**src/hw/rtl/osf_pkg.sv**
```systemverilog
// Shared constants and types for the OSC 1 sequence filter.
package osf_pkg;

   localparam int HOLD_DEPTH = 64;
   localparam int CNT_W      = $clog2(HOLD_DEPTH + 1);
   localparam int ADDR_W     = $clog2(HOLD_DEPTH);
   localparam int CMD_W      = 30;

   localparam logic [7:0] CH_ESC      = 8'h1B;
   localparam logic [7:0] CH_BEL      = 8'h07;
   localparam logic [7:0] CH_RBRACKET = 8'h5D;
   localparam logic [7:0] CH_BSLASH   = 8'h5C;
   localparam logic [7:0] CH_SEMI     = 8'h3B;
   localparam logic [7:0] CH_ZERO     = 8'h30;
   localparam logic [7:0] CH_NINE     = 8'h39;

   localparam logic [CMD_W-1:0] CMD_LIMIT = CMD_W'(99999999);

   // parser -> hold buffer
   typedef struct packed {
      logic              wr_en;
      logic [ADDR_W-1:0] wr_addr;
      logic [7:0]        wr_data;
      logic              start;
      logic [CNT_W-1:0]  len;
   } osf_hold_cmd_type;

   // hold buffer -> parser / output stage
   typedef struct packed {
      logic       busy;
      logic       rd_vld;
      logic [7:0] rd_byte;
      logic       rd_last;
   } osf_hold_stat_type;

endpackage

```
**src/hw/rtl/osf_hold_buf.sv**
```systemverilog
// Hold buffer: sequence byte memory and replay read sequencer.
module osf_hold_buf (
   input  logic                      clock,
   input  logic                      reset,
   input  osf_pkg::osf_hold_cmd_type hold_cmd,
   input  logic                      rd_take,
   output osf_pkg::osf_hold_stat_type hold_stat
);
   import osf_pkg::*;

   logic [7:0]       mem [HOLD_DEPTH];
   logic             rp_active_ff, rp_active_in;
   logic [CNT_W-1:0] rp_addr_ff, rp_addr_in;
   logic [CNT_W-1:0] rp_len_ff, rp_len_in;
   logic             rd_vld_ff, rd_vld_in;
   logic [7:0]       rd_byte_ff;
   logic             rd_last_ff;
   logic             issue;
   logic             issue_last;

   assign issue      = rp_active_ff && (!rd_vld_ff || rd_take);
   assign issue_last = (rp_addr_ff + CNT_W'(1)) == rp_len_ff;

   always_comb begin
      rp_active_in = rp_active_ff;
      rp_addr_in   = rp_addr_ff;
      rp_len_in    = rp_len_ff;
      rd_vld_in    = rd_vld_ff;
      if (rd_take) begin
         rd_vld_in = 1'b0;
      end
      if (issue) begin
         rd_vld_in  = 1'b1;
         rp_addr_in = rp_addr_ff + CNT_W'(1);
         if (issue_last) begin
            rp_active_in = 1'b0;
         end
      end
      if (hold_cmd.start) begin
         rp_active_in = 1'b1;
         rp_addr_in   = '0;
         rp_len_in    = hold_cmd.len;
      end
   end

   always_ff @(posedge clock) begin
      if (reset) begin
         rp_active_ff <= 1'b0;
         rp_addr_ff   <= '0;
         rp_len_ff    <= '0;
         rd_vld_ff    <= 1'b0;
      end else begin
         rp_active_ff <= rp_active_in;
         rp_addr_ff   <= rp_addr_in;
         rp_len_ff    <= rp_len_in;
         rd_vld_ff    <= rd_vld_in;
      end
   end

   // memory: one write port, one registered read port
   always_ff @(posedge clock) begin
      if (hold_cmd.wr_en) begin
         mem[hold_cmd.wr_addr] <= hold_cmd.wr_data;
      end
      if (issue) begin
         rd_byte_ff <= mem[rp_addr_ff[ADDR_W-1:0]];
         rd_last_ff <= issue_last;
      end
   end

   assign hold_stat.busy    = rp_active_ff || rd_vld_ff;
   assign hold_stat.rd_vld  = rd_vld_ff;
   assign hold_stat.rd_byte = rd_byte_ff;
   assign hold_stat.rd_last = rd_last_ff;

endmodule

```
**src/hw/rtl/osc1_sequence_filter_core.sv**
```systemverilog
// Top level: OSC 1 escape sequence filter for a terminal output byte stream.
//
//   channel | ports                                  | beat
//   --------+----------------------------------------+-------------------------------
//   input   | req_valid req_ready req_in_byte        | one stream byte
//   result  | rsp_valid rsp_ready rsp_out_byte       | one forwarded byte, last flag
//           | rsp_last_of_run                        | on final beat for an input
//
// Plain text: one beat in, one beat out, every cycle while the result side takes beats.
// Sequence bytes (from ESC on) go to memory at one beat a cycle unless stalled, no output.
// On replay of n held bytes the input stalls until the last byte is taken: the single
// registered read port of the hold memory gives one byte a cycle while output is free.
// Reset is synchronous and clears the parser and output valid; the hold memory
// is not cleared, only entries written since the ESC are read back.
// A stalled result holds in the output register; plain input still moves when
// that register is taken in the same cycle.
module osc1_sequence_filter_core (
   input  logic       clock,
   input  logic       reset,
   input  logic       req_valid,
   output logic       req_ready,
   input  logic [7:0] req_in_byte,
   output logic       rsp_valid,
   input  logic       rsp_ready,
   output logic [7:0] rsp_out_byte,
   output logic       rsp_last_of_run
);
   import osf_pkg::*;

   typedef enum logic [1:0] {
      MODE_NORMAL,
      MODE_ESC,
      MODE_OSC
   } mode_type;

   // parser state
   mode_type         mode_ff, mode_in;
   logic             esc_pend_ff, esc_pend_in;
   logic             decided_ff, decided_in;
   logic             drop_ff, drop_in;
   logic [CMD_W-1:0] cmd_val_ff, cmd_val_in;
   logic             digit_ff, digit_in;
   logic [CNT_W-1:0] cnt_ff, cnt_in;

   // output register
   logic             rsp_valid_ff, rsp_valid_in;
   logic [7:0]       rsp_byte_ff, rsp_byte_in;
   logic             rsp_last_ff, rsp_last_in;

   osf_hold_cmd_type  hold_cmd;
   osf_hold_stat_type hold_stat;

   logic       out_free;
   logic       accept;
   logic       rd_take;
   logic       pass;
   logic       seq_clr;
   logic       seq_done;
   logic       is_digit;
   logic [3:0] dig;

   assign out_free  = !rsp_valid_ff || rsp_ready;
   assign req_ready = !hold_stat.busy && out_free;
   assign accept    = req_valid && req_ready;
   assign rd_take   = hold_stat.rd_vld && out_free;
   assign is_digit  = (req_in_byte >= CH_ZERO) && (req_in_byte <= CH_NINE);
   // ASCII digits carry their value in the low nibble
   assign dig       = req_in_byte[3:0];

   // parser: one input byte per accepted beat
   always_comb begin
      mode_in     = mode_ff;
      esc_pend_in = esc_pend_ff;
      decided_in  = decided_ff;
      drop_in     = drop_ff;
      cmd_val_in  = cmd_val_ff;
      digit_in    = digit_ff;
      cnt_in      = cnt_ff;
      pass        = 1'b0;
      seq_clr     = 1'b0;
      seq_done    = 1'b0;
      hold_cmd    = '0;
      hold_cmd.wr_data = req_in_byte;

      if (accept) begin
         case (mode_ff)
            MODE_NORMAL: begin
               if (req_in_byte == CH_ESC) begin
                  // fresh sequence: ESC goes to entry zero
                  mode_in          = MODE_ESC;
                  esc_pend_in      = 1'b0;
                  decided_in       = 1'b0;
                  drop_in          = 1'b0;
                  cmd_val_in       = '0;
                  digit_in         = 1'b0;
                  hold_cmd.wr_en   = 1'b1;
                  hold_cmd.wr_addr = '0;
                  cnt_in           = CNT_W'(1);
               end else begin
                  pass = 1'b1;
               end
            end

            MODE_ESC: begin
               if (cnt_ff >= CNT_W'(HOLD_DEPTH)) begin
                  drop_in = 1'b1;
               end else begin
                  hold_cmd.wr_en   = 1'b1;
                  hold_cmd.wr_addr = cnt_ff[ADDR_W-1:0];
                  cnt_in           = cnt_ff + CNT_W'(1);
               end
               if (req_in_byte == CH_RBRACKET) begin
                  mode_in = MODE_OSC;
               end else begin
                  hold_cmd.start = 1'b1;
                  hold_cmd.len   = cnt_in;
                  mode_in        = MODE_NORMAL;
                  seq_clr        = 1'b1;
               end
            end

            MODE_OSC: begin
               if (cnt_ff >= CNT_W'(HOLD_DEPTH)) begin
                  drop_in = 1'b1;
               end else begin
                  hold_cmd.wr_en   = 1'b1;
                  hold_cmd.wr_addr = cnt_ff[ADDR_W-1:0];
                  cnt_in           = cnt_ff + CNT_W'(1);
               end
               // ESC backslash terminator
               if (esc_pend_ff) begin
                  esc_pend_in = 1'b0;
                  if (req_in_byte == CH_BSLASH) begin
                     seq_done = 1'b1;
                  end
               end
               if (!seq_done) begin
                  if (!decided_ff) begin
                     if (is_digit) begin
                        if (cmd_val_ff <= CMD_LIMIT) begin
                           cmd_val_in = (cmd_val_ff << 3) + (cmd_val_ff << 1)
                                      + CMD_W'(dig);
                        end
                        digit_in = 1'b1;
                     end else if (req_in_byte == CH_SEMI) begin
                        decided_in = 1'b1;
                        drop_in    = digit_ff && (cmd_val_ff == CMD_W'(1));
                     end else begin
                        decided_in = 1'b1;
                        drop_in    = 1'b0;
                     end
                  end
                  if (req_in_byte == CH_BEL) begin
                     seq_done = 1'b1;
                  end else if (req_in_byte == CH_ESC) begin
                     esc_pend_in = 1'b1;
                  end
               end
               if (seq_done) begin
                  hold_cmd.start = !drop_in;
                  hold_cmd.len   = cnt_in;
                  mode_in        = MODE_NORMAL;
                  seq_clr        = 1'b1;
               end
            end

            default: begin
               mode_in = MODE_NORMAL;
               seq_clr = 1'b1;
            end
         endcase
      end

      if (seq_clr) begin
         esc_pend_in = 1'b0;
         decided_in  = 1'b0;
         drop_in     = 1'b0;
         cmd_val_in  = '0;
         digit_in    = 1'b0;
         cnt_in      = '0;
      end
   end

   // output register: plain byte or replayed byte, never both in one cycle
   always_comb begin
      rsp_valid_in = rsp_valid_ff;
      rsp_byte_in  = rsp_byte_ff;
      rsp_last_in  = rsp_last_ff;
      if (pass) begin
         rsp_valid_in = 1'b1;
         rsp_byte_in  = req_in_byte;
         rsp_last_in  = 1'b1;
      end else if (rd_take) begin
         rsp_valid_in = 1'b1;
         rsp_byte_in  = hold_stat.rd_byte;
         rsp_last_in  = hold_stat.rd_last;
      end else if (rsp_ready) begin
         rsp_valid_in = 1'b0;
      end
   end

   always_ff @(posedge clock) begin
      if (reset) begin
         mode_ff      <= MODE_NORMAL;
         esc_pend_ff  <= 1'b0;
         decided_ff   <= 1'b0;
         drop_ff      <= 1'b0;
         cmd_val_ff   <= '0;
         digit_ff     <= 1'b0;
         cnt_ff       <= '0;
         rsp_valid_ff <= 1'b0;
      end else begin
         mode_ff      <= mode_in;
         esc_pend_ff  <= esc_pend_in;
         decided_ff   <= decided_in;
         drop_ff      <= drop_in;
         cmd_val_ff   <= cmd_val_in;
         digit_ff     <= digit_in;
         cnt_ff       <= cnt_in;
         rsp_valid_ff <= rsp_valid_in;
         rsp_byte_ff  <= rsp_byte_in;
         rsp_last_ff  <= rsp_last_in;
      end
   end

   osf_hold_buf u_hold (
      .clock     (clock),
      .reset     (reset),
      .hold_cmd  (hold_cmd),
      .rd_take   (rd_take),
      .hold_stat (hold_stat)
   );

   assign rsp_valid       = rsp_valid_ff;
   assign rsp_out_byte    = rsp_byte_ff;
   assign rsp_last_of_run = rsp_last_ff;

endmodule

```
**config.mk**
```make
export PLATFORM = sky130hd
export DESIGN_NAME = osc1_sequence_filter_core
export DESIGN_NICKNAME = d
export VERILOG_FILES = /design/src/hw/rtl/osf_pkg.sv /design/src/hw/rtl/osf_hold_buf.sv /design/src/hw/rtl/osc1_sequence_filter_core.sv
export SDC_FILE = /design/constraint.sdc
export NUM_CORES = 1
export LEC_CHECK = 0
export BUFFER_PORTS_ARGS = -buffer_cell sky130_fd_sc_hd__buf_2
export CELL_PAD_IN_SITES_DETAIL_PLACEMENT = 0
export CELL_PAD_IN_SITES_GLOBAL_PLACEMENT = 1
export CORE_ASPECT_RATIO = 0.6
export CORE_UTILIZATION = 40
export DETAILED_ROUTE_END_ITERATION = 8
export GPL_TIMING_DRIVEN = 0
export PLACE_DENSITY = 0.68
export SLEW_MARGIN = 10
export SYNTH_ARGS = -nofsm -noshare
export SYNTH_HDL_FRONTEND = slang
export SYNTH_SLANG_ARGS = --single-unit
```
**constraint.sdc**
```tcl
create_clock -name clock -period 4.5 [get_ports clock]
set_input_delay 0.225 -clock clock [delete_from_list [all_inputs] [get_ports clock]]
set_output_delay 0.225 -clock clock [all_outputs]
set_load 0.005 [all_outputs]
```
==> results of run 1 <==
-- final cells by class --
class / instances / area, sq um / share of cell area [%]
plain buffers: 66 / 270 / 0.963
clock buffers: 67 / 1400 / 4.99
clock inverters: 30 / 362 / 1.29
inverters: 17 / 63.8 / 0.227
multi-input cells: 759 / 7690 / 27.4
flip-flops and latches: 590 / 17100 / 61.0
well taps: 828 / 1040 / 3.69
repair buffers: 21 / 125 / 0.446
-- sequential cells by signal (all words and copies together), names as in the netlist --
| signal | flops |
|---|---|
| mode_ff | 2 |
| u_hold.rp_len_ff | 7 |
| cmd_val_ff | 30 |
| u_hold.mem | 512 |
| digit_ff | 1 |
| u_hold.rp_addr_ff | 7 |
| rsp_last_of_run | 1 |
| rsp_out_byte | 8 |
| esc_pend_ff | 1 |
| u_hold.rd_last_ff | 1 |
| decided_ff | 1 |
| drop_ff | 1 |
| cnt_ff | 7 |
| u_hold.rd_byte_ff | 8 |
| u_hold.rp_active_ff | 1 |
| rsp_valid | 1 |
| u_hold.rd_vld_ff | 1 |
-- layout by cell type, fill, tap and decap left out, types with 13 or more instances in the layout --
master / synthesis / final
o21ai_0: 24 / 24
edfxtp_1: 530 / 530
a21oi_1: 52 / 52
mux2i_1: 13 / 13
nor2_1: 108 / 103
clkbuf_16: 0 / 54
xnor2_1: 22 / 22
mux4_2: 168 / 168
nand4_1: 17 / 17
ha_1: 62 / 62
nand2_1: 75 / 75
buf_2: 15 / 28
dfxtp_1: 60 / 60
xor2_1: 14 / 14
clkbuf_1: 45 / 58
inv_1: 17 / 17
nand3_1: 36 / 36
-- layer usage --
metal | up-vias | share of wire [%] | track usage, %
met2 | 555 | 40 | 26.5
met5 | - | 0.019 | 0
met3 | 55 | 11 | 6.47
met4 | 2 | 1.1 | 2.97
li1 | 5966 | - | -
met1 | 7203 | 48 | 32.8
-- per-stage QoR --
step,cells,setup TNS [ns]
4_1_cts,2378,0
3_3_place_gp,2281,-1.22
5_1_grt,2378,-2.08
6_report,2378,0
3_5_place_dp,2281,0
2_1_floorplan,1432,0
-- worst min path at each step --
stage / slack (ns) / cells past startpoint / to / from
finish: 0.06 / 2 / mode_ff[1] / reset
global route: 0.10 / 2 / mode_ff[1] / reset
CTS: 0.03 / 2 / mode_ff[1] / reset
detailed placement: 0.47 / 2 / u_hold.rp_len_ff[3] / u_hold.rp_len_ff[3]
global placement: 0.47 / 2 / esc_pend_ff / esc_pend_ff
floorplan: 0.32 / 0 / u_hold.mem[0][0] / req_in_byte[0]
-- synth_stat cells, drive strengths merged, types with 17 or more instances --
cell    count  area share, %
edfxtp    530             63
mux4      168             15
nor2      108            1.6
nand2      76            1.1
ha         62            3.1
dfxtp      60            4.8
a21oi      52            1.0
clkbuf     45           0.67
nand3      36           0.72
o21ai      28           0.57
xnor2      22           0.77
buf        21           0.40
inv        17           0.25
nand4      17           0.42
-- kinds of logic (layout without fill, tap and decap cells) --
| kind of cell | count (synthesis) | in the layout |
|---|---|---|
| compound gates | 151 | 151 |
| xor+xnor | 36 | 36 |
| fa+ha+maj | 64 | 64 |
| buf+inv | 83 | 201 |
| flops | 590 | 590 |
| mux | 189 | 189 |
| simple gates | 319 | 319 |
-- power by group --
part | internal, mW | leakage (nW) | switching, mW
clock network | 2.66 | 0.844 | 2.01
logic | 0.0212 | 2.77 | 0.124
registers | 5.96 | 5.24 | 0.00175
total | 8.65 | 8.86 | 2.13
==> reports/results.ini, run 1 <==
[setup_path]
r2r-start = rsp_valid
ff2ff_setup_slack_ns = 0.13
endpoint = u_hold.mem[10][0]
critPathSlowestCell = nor2_1
required_ns = 4.72
critPathTopFamily = simple AND/OR/NAND/NOR gates
slowest_delay_ns = 0.91
cp_max_fo = 8
path_depth = 8
worst_r2r_endpoint = u_hold.mem[10][0]
path_cells = nor2b_1 -> nor4b_2 -> nand2_1 -> nor3_1 -> nand2_1 -> nor2_1 -> nand2_1 -> nor2_1
worst-setup-path-type = flip-flop to flip-flop
crit_start = rsp_valid
r2r_cells = 8
cpMostUsedCell = nand2_1
cp_num_buf_inv = 0
critPathArrivalTime_ns = 4.58
crit_path_end_kind = flip-flop
startpoint_type = flip-flop

[logic_synthesis]
post_synth_num_cell_types = 67
synth_mux_area_share_pct = 15.9
synth.avg_cell_area_sq_um = 17.5
ys_seq_elements = 590
syn-num-nets = 1508
synthSimpleGateAreaFrac_pct = 6.20
async_flop_share_pct = 0
synth_compound_area_share_pct = 3.92
seq_area_frac_synth_pct = 68.1
synth_top_family_by_area = multiplexers
yosysWarnings = 0
synth-main-ff-cell = edfxtp_1
syn_inst = 1432
synth_fa_ha_area_share_pct = 3.25
synth_xor_area_share_pct = 1.25
synth_edf_count = 530
synth_area_sq_um = 25100

[placed_design]
place.gp.congestion = 0.833
dp_slack_ns = 0.0638
place_area_sq_um = 26300
dp_hpwl_um = 42800
portBuffers = 21

[route]
routed_wl_um = 64000
dr.pass1.iters = 7
final_antenna_net_count = 0
drt_iter0_drc = 1843
vias_per_cell = 5.80
wl_per_cell_um = 26.9
vias = 13800
remaining_drc_errors = 0

[cts]
insertion_delay_ns = 0.61
hold_buffers = 0
cts_setup_buffers = 0
cts_tree = built
clock_sinks = 590
h-tree-depth = 2
cts_buffer_depth = 3
cts_root_buf = clkbuf_16
path_clk_slew_ns = 0.07
numCtsBuffers = 52
post_cts_resize_count = 0

[sta]
timing.hold.ws_ns = 0.0561
period_share_pct = 97.0
fin_crit_ns = 4.37
worst_pin_slew_ns = 1.27
max_freq_mhz = 229
drv_slew = 0
finalSetupViolCount = 0
fin_skew_ns = 0.0354
maxSlewHeadroom_pct = 13.1
rsz0062_at_grt = true
fin_ws_ns = 0.135
final-hold-violation-count = 0

[floorplanning]
start_util_pct = 40.9
rows = 70
ioPinCount = 23
die-height_um = 196
dieWidth_um = 326
core_area_sq_um = 61500
die_area_sq_um = 63900

[final_layout]
final_core_util_pct = 45.6
fill_cells = 5276
areaGrowthSynthToFinish_pct = 11.7
drive_above_1_share_pct = 19.5
finalInstanceArea_sq_um = 28100
finalNetCount = 1583
n_antenna_cell = 0

[global_route]
grt_max_degree = 72
groute.usage.overall_pct = 20.3
grt_pass1_wl_um = 94000
antenna_found_initial = 3
grt_pass1_vias = 13300
grt_remaining_overflow = 0

[run]
max_cap_violations = 0

[pwr]
peakVddDrop_mv = 0.286
power.total_mw = 10.8
p_per_area_nw_per_um2 = 384
cellLeakagePower_nw = 8.86

[min_path]
min_path_type = primary input to flip-flop

[status]
outcome = finished clean

Note: power is estimated with default switching activity, not from simulation.
==> run 2, diff against run 1 <==
--- a/config.mk
+++ b/config.mk
@@ -9,10 +9,11 @@
 export CELL_PAD_IN_SITES_DETAIL_PLACEMENT = 0
 export CELL_PAD_IN_SITES_GLOBAL_PLACEMENT = 1
 export CORE_ASPECT_RATIO = 0.6
-export CORE_UTILIZATION = 40
+export CORE_UTILIZATION = 57
+export CTS_BUF_LIST = sky130_fd_sc_hd__clkbuf_2 sky130_fd_sc_hd__clkbuf_4 sky130_fd_sc_hd__clkbuf_8
 export DETAILED_ROUTE_END_ITERATION = 8
 export GPL_TIMING_DRIVEN = 0
-export PLACE_DENSITY = 0.68
+export PLACE_DENSITY = 0.89
 export SLEW_MARGIN = 10
 export SYNTH_ARGS = -nofsm -noshare
 export SYNTH_HDL_FRONTEND = slang
==> run 2 against run 1 <==
Net effect: register-to-register slack better by 0.42 ns; sequential cell count unchanged; clock-buffer cell count up 36; critical path type unchanged; global-route usage up 7.8 points; total power down 3.9%; die area down 30%; critical endpoint is now cmd_val_ff[22]; worst setup slack better by 0.42 ns; wire length down 4.2%; first-iteration DRC count up 7.6%; critical path depth up 2; largest cell class unchanged.
==> reports/results.ini, run 2 (same netlist as run 1, synthesis figures left out) <==
[final_layout]
layout_commonest_cell = edfxtp_1
areaGrowthSynthToFinish_pct = 10.0
final_core_util_pct = 63.7  ; +18 points
register_area_sq_um = 17100  ; unchanged
fill_cells = 2948  ; -44%
top_register = u_hold.mem
finalNonFillerCells = 2175  ; -8.5%
finalNetCount = 1615  ; +2.0%
largest_reg_flops = 512  ; unchanged
reg_top3 = u_hold.mem: 512 flops, cmd_val_ff: 30 flops
drive_above_1_share_pct = 21.9  ; +2.4 points
mostFrequentLayoutCells = 530 x edfxtp_1, 168 x mux4_2, 108 x nor2_1, 87 x clkbuf_8, 75 x nand2_1
n_antenna_cell = 0  ; unchanged
multi_input_area_sq_um = 7680  ; -0.16%

[placed_design]
dp_hpwl_um = 40600  ; -5.1%
place_inst = 2033  ; -11%
portBuffers = 21  ; unchanged
place.gp.congestion = 0.901  ; +8.2%

[floorplanning]
rows = 59  ; -16%
core_area_sq_um = 43400  ; -29%
start_util_pct = 57.9  ; +17 points
ioPinCount = 23  ; unchanged
die_area_sq_um = 45000  ; -30%
dieWidth_um = 273  ; -16%
die-height_um = 165  ; -16%

[sta]
worst_pin_slew_ns = 1.08  ; -0.193 ns
maxSlewHeadroom_pct = 26.3  ; +13 points
final-hold-violation-count = 0  ; unchanged
fin_skew_ns = 0.0451  ; +0.00969 ns
finalSetupViolCount = 0  ; unchanged
period_share_pct = 87.7  ; -9.3 points
rsz0062_at_grt = false
tns_ns = 0  ; unchanged
fin_crit_ns = 3.95  ; -0.419 ns
max_freq_mhz = 253  ; +11%
drv_slew = 0  ; unchanged

[cts]
clock_sinks = 590  ; unchanged
cts_buffer_depth = 3  ; unchanged
path_clk_slew_ns = 0.07  ; about the same
cts_root_buf = clkbuf_8
cts_tree = built
insertion_delay_ns = 0.66  ; +0.05 ns
numCtsBuffers = 82  ; +58%
cts_setup_buffers = 0  ; unchanged
h-tree-depth = 3  ; +1

[setup_path]
crit_path_end_kind = flip-flop
worst_r2r_endpoint = cmd_val_ff[22]
worst-setup-path-type = flip-flop to flip-flop
ff2ff_setup_slack_ns = 0.55  ; +0.42 ns
required_ns = 5.09  ; +0.37 ns
r2r-start = cmd_val_ff[0]
cp_max_fo = 5  ; -3
startpoint_type = flip-flop
r2r_cells = 10  ; +2
critPathArrivalTime_ns = 4.53  ; -0.05 ns

[route]
routed_wl_um = 61300  ; -4.2%
wl_met3_um = 8420  ; +23%
vias_per_cell = 6.55  ; +13%
drt_iter0_drc = 1983  ; +7.6%
remaining_drc_errors = 0  ; unchanged
vias = 14200  ; +3.4%
dr.pass1.iters = 6  ; -1
wl_per_cell_um = 28.2  ; +4.8%
final_antenna_net_count = 0  ; unchanged
top_layer = met5
dr_wl_met2_um = 25700  ; +0.11%
wl_met1_um = 25900  ; -16%

[global_route]
groute.usage.overall_pct = 28.0  ; +7.8 points
grt_max_degree = 72  ; unchanged
antenna_found_initial = 1  ; -2
grt_pass1_vias = 13800  ; +3.3%
grt_remaining_overflow = 0  ; unchanged
grt_pass1_wl_um = 89700  ; -4.5%

[min_path]
min_path_type = primary input to flip-flop
hold-path-cell-count = 4  ; +2
worstHoldStart = rsp_ready
hold_path_end = u_hold.rd_vld_ff

[run]
max_cap_violations = 0  ; unchanged

[status]
outcome = finished clean

[pwr]
cellLeakagePower_nw = 8.88  ; +0.31%
p_per_area_nw_per_um2 = 375  ; -2.4%
peakVddDrop_mv = 0.341  ; +19%
power.total_mw = 10.4  ; -3.9%

[run 2: cell types whose count changed in the layout (fill, tap and decap cells not counted), sizes merged]
cell,delta
clkinv,+11
bufinv,-2
clkbuf,+36
buf,+1
inv,-1
dlygate4sd3,+1
[run 2: final cells by class]
type	count	area share, %
tap	579	2.62
multi-input combinational	759	27.8
buffer	66	0.977
sequential	590	61.9
clock buffer	103	4.76
timing repair buffer	23	0.552
clock inverter	38	1.18
inverter	17	0.231
[run 2: routing by layer]
layer / track usage (%) / vias up
li1: - / 6023
met1: 41.8 / 7270
met2: 38.5 / 844
met3: 10.9 / 109
met4: 7.26 / 2
met5: 0 / -
[run 2: how the worst max path moves through the flow]
| stage | startpoint | depth (start not counted) | to | slack, ns |
|---|---|---|---|---|
| after floorplan | cmd_val_ff[0] | 10 | cmd_val_ff[22] | 1.39 |
| after CTS | cmd_val_ff[0] | 10 | cmd_val_ff[28] | 0.60 |
| after global placement | req_in_byte[3] | 11 | cmd_val_ff[28] | -0.18 |
| final | cmd_val_ff[0] | 10 | cmd_val_ff[22] | 0.55 |
| after global routing | cmd_val_ff[0] | 10 | cmd_val_ff[28] | 0.39 |
| after detailed placement | req_in_byte[3] | 12 | cmd_val_ff[28] | 0.03 |
[run 2: repair_timing]
item                                    CTS  global route
endpoints found under the setup margin    0             0
gates resized for setup                   0             0
endpoints found under the hold margin     3             0
hold buffers                              1             0
[run 2: metrics by stage]
| step | hold slack (ns) | setup WS, ns | area, sq um |
|---|---|---|---|
| finish | 0.0368 | 0.553 | 27700 |
| global route | 0.0364 | 0.387 | 27700 |
| CTS | 0.0101 | 0.602 | 27600 |
| detailed placement | 0.471 | 0.0279 | 26000 |
| global placement | 0.460 | -0.177 | 26000 |
| floorplan | 0.324 | 1.39 | 25100 |
[run 2: critical path, cell delays in order (launching register included)]
cell and delay, ns:
dfxtp_1 0.47, fa_1 0.51, fa_1 0.50, a211oi_1 0.42, o21ai_0 0.19, a31oi_1 0.55, o31ai_1 0.31, a211oi_1 0.27
nor2_1 0.10, or4_1 0.48, nand3_1 0.09
[run 2: power breakdown]
group	leakage, nW	internal, mW	switching [mW]
sequential	5.24	5.96	0.00134
combinational	2.78	0.0234	0.120
clock	0.858	2.26	1.99
total	8.88	8.25	2.11
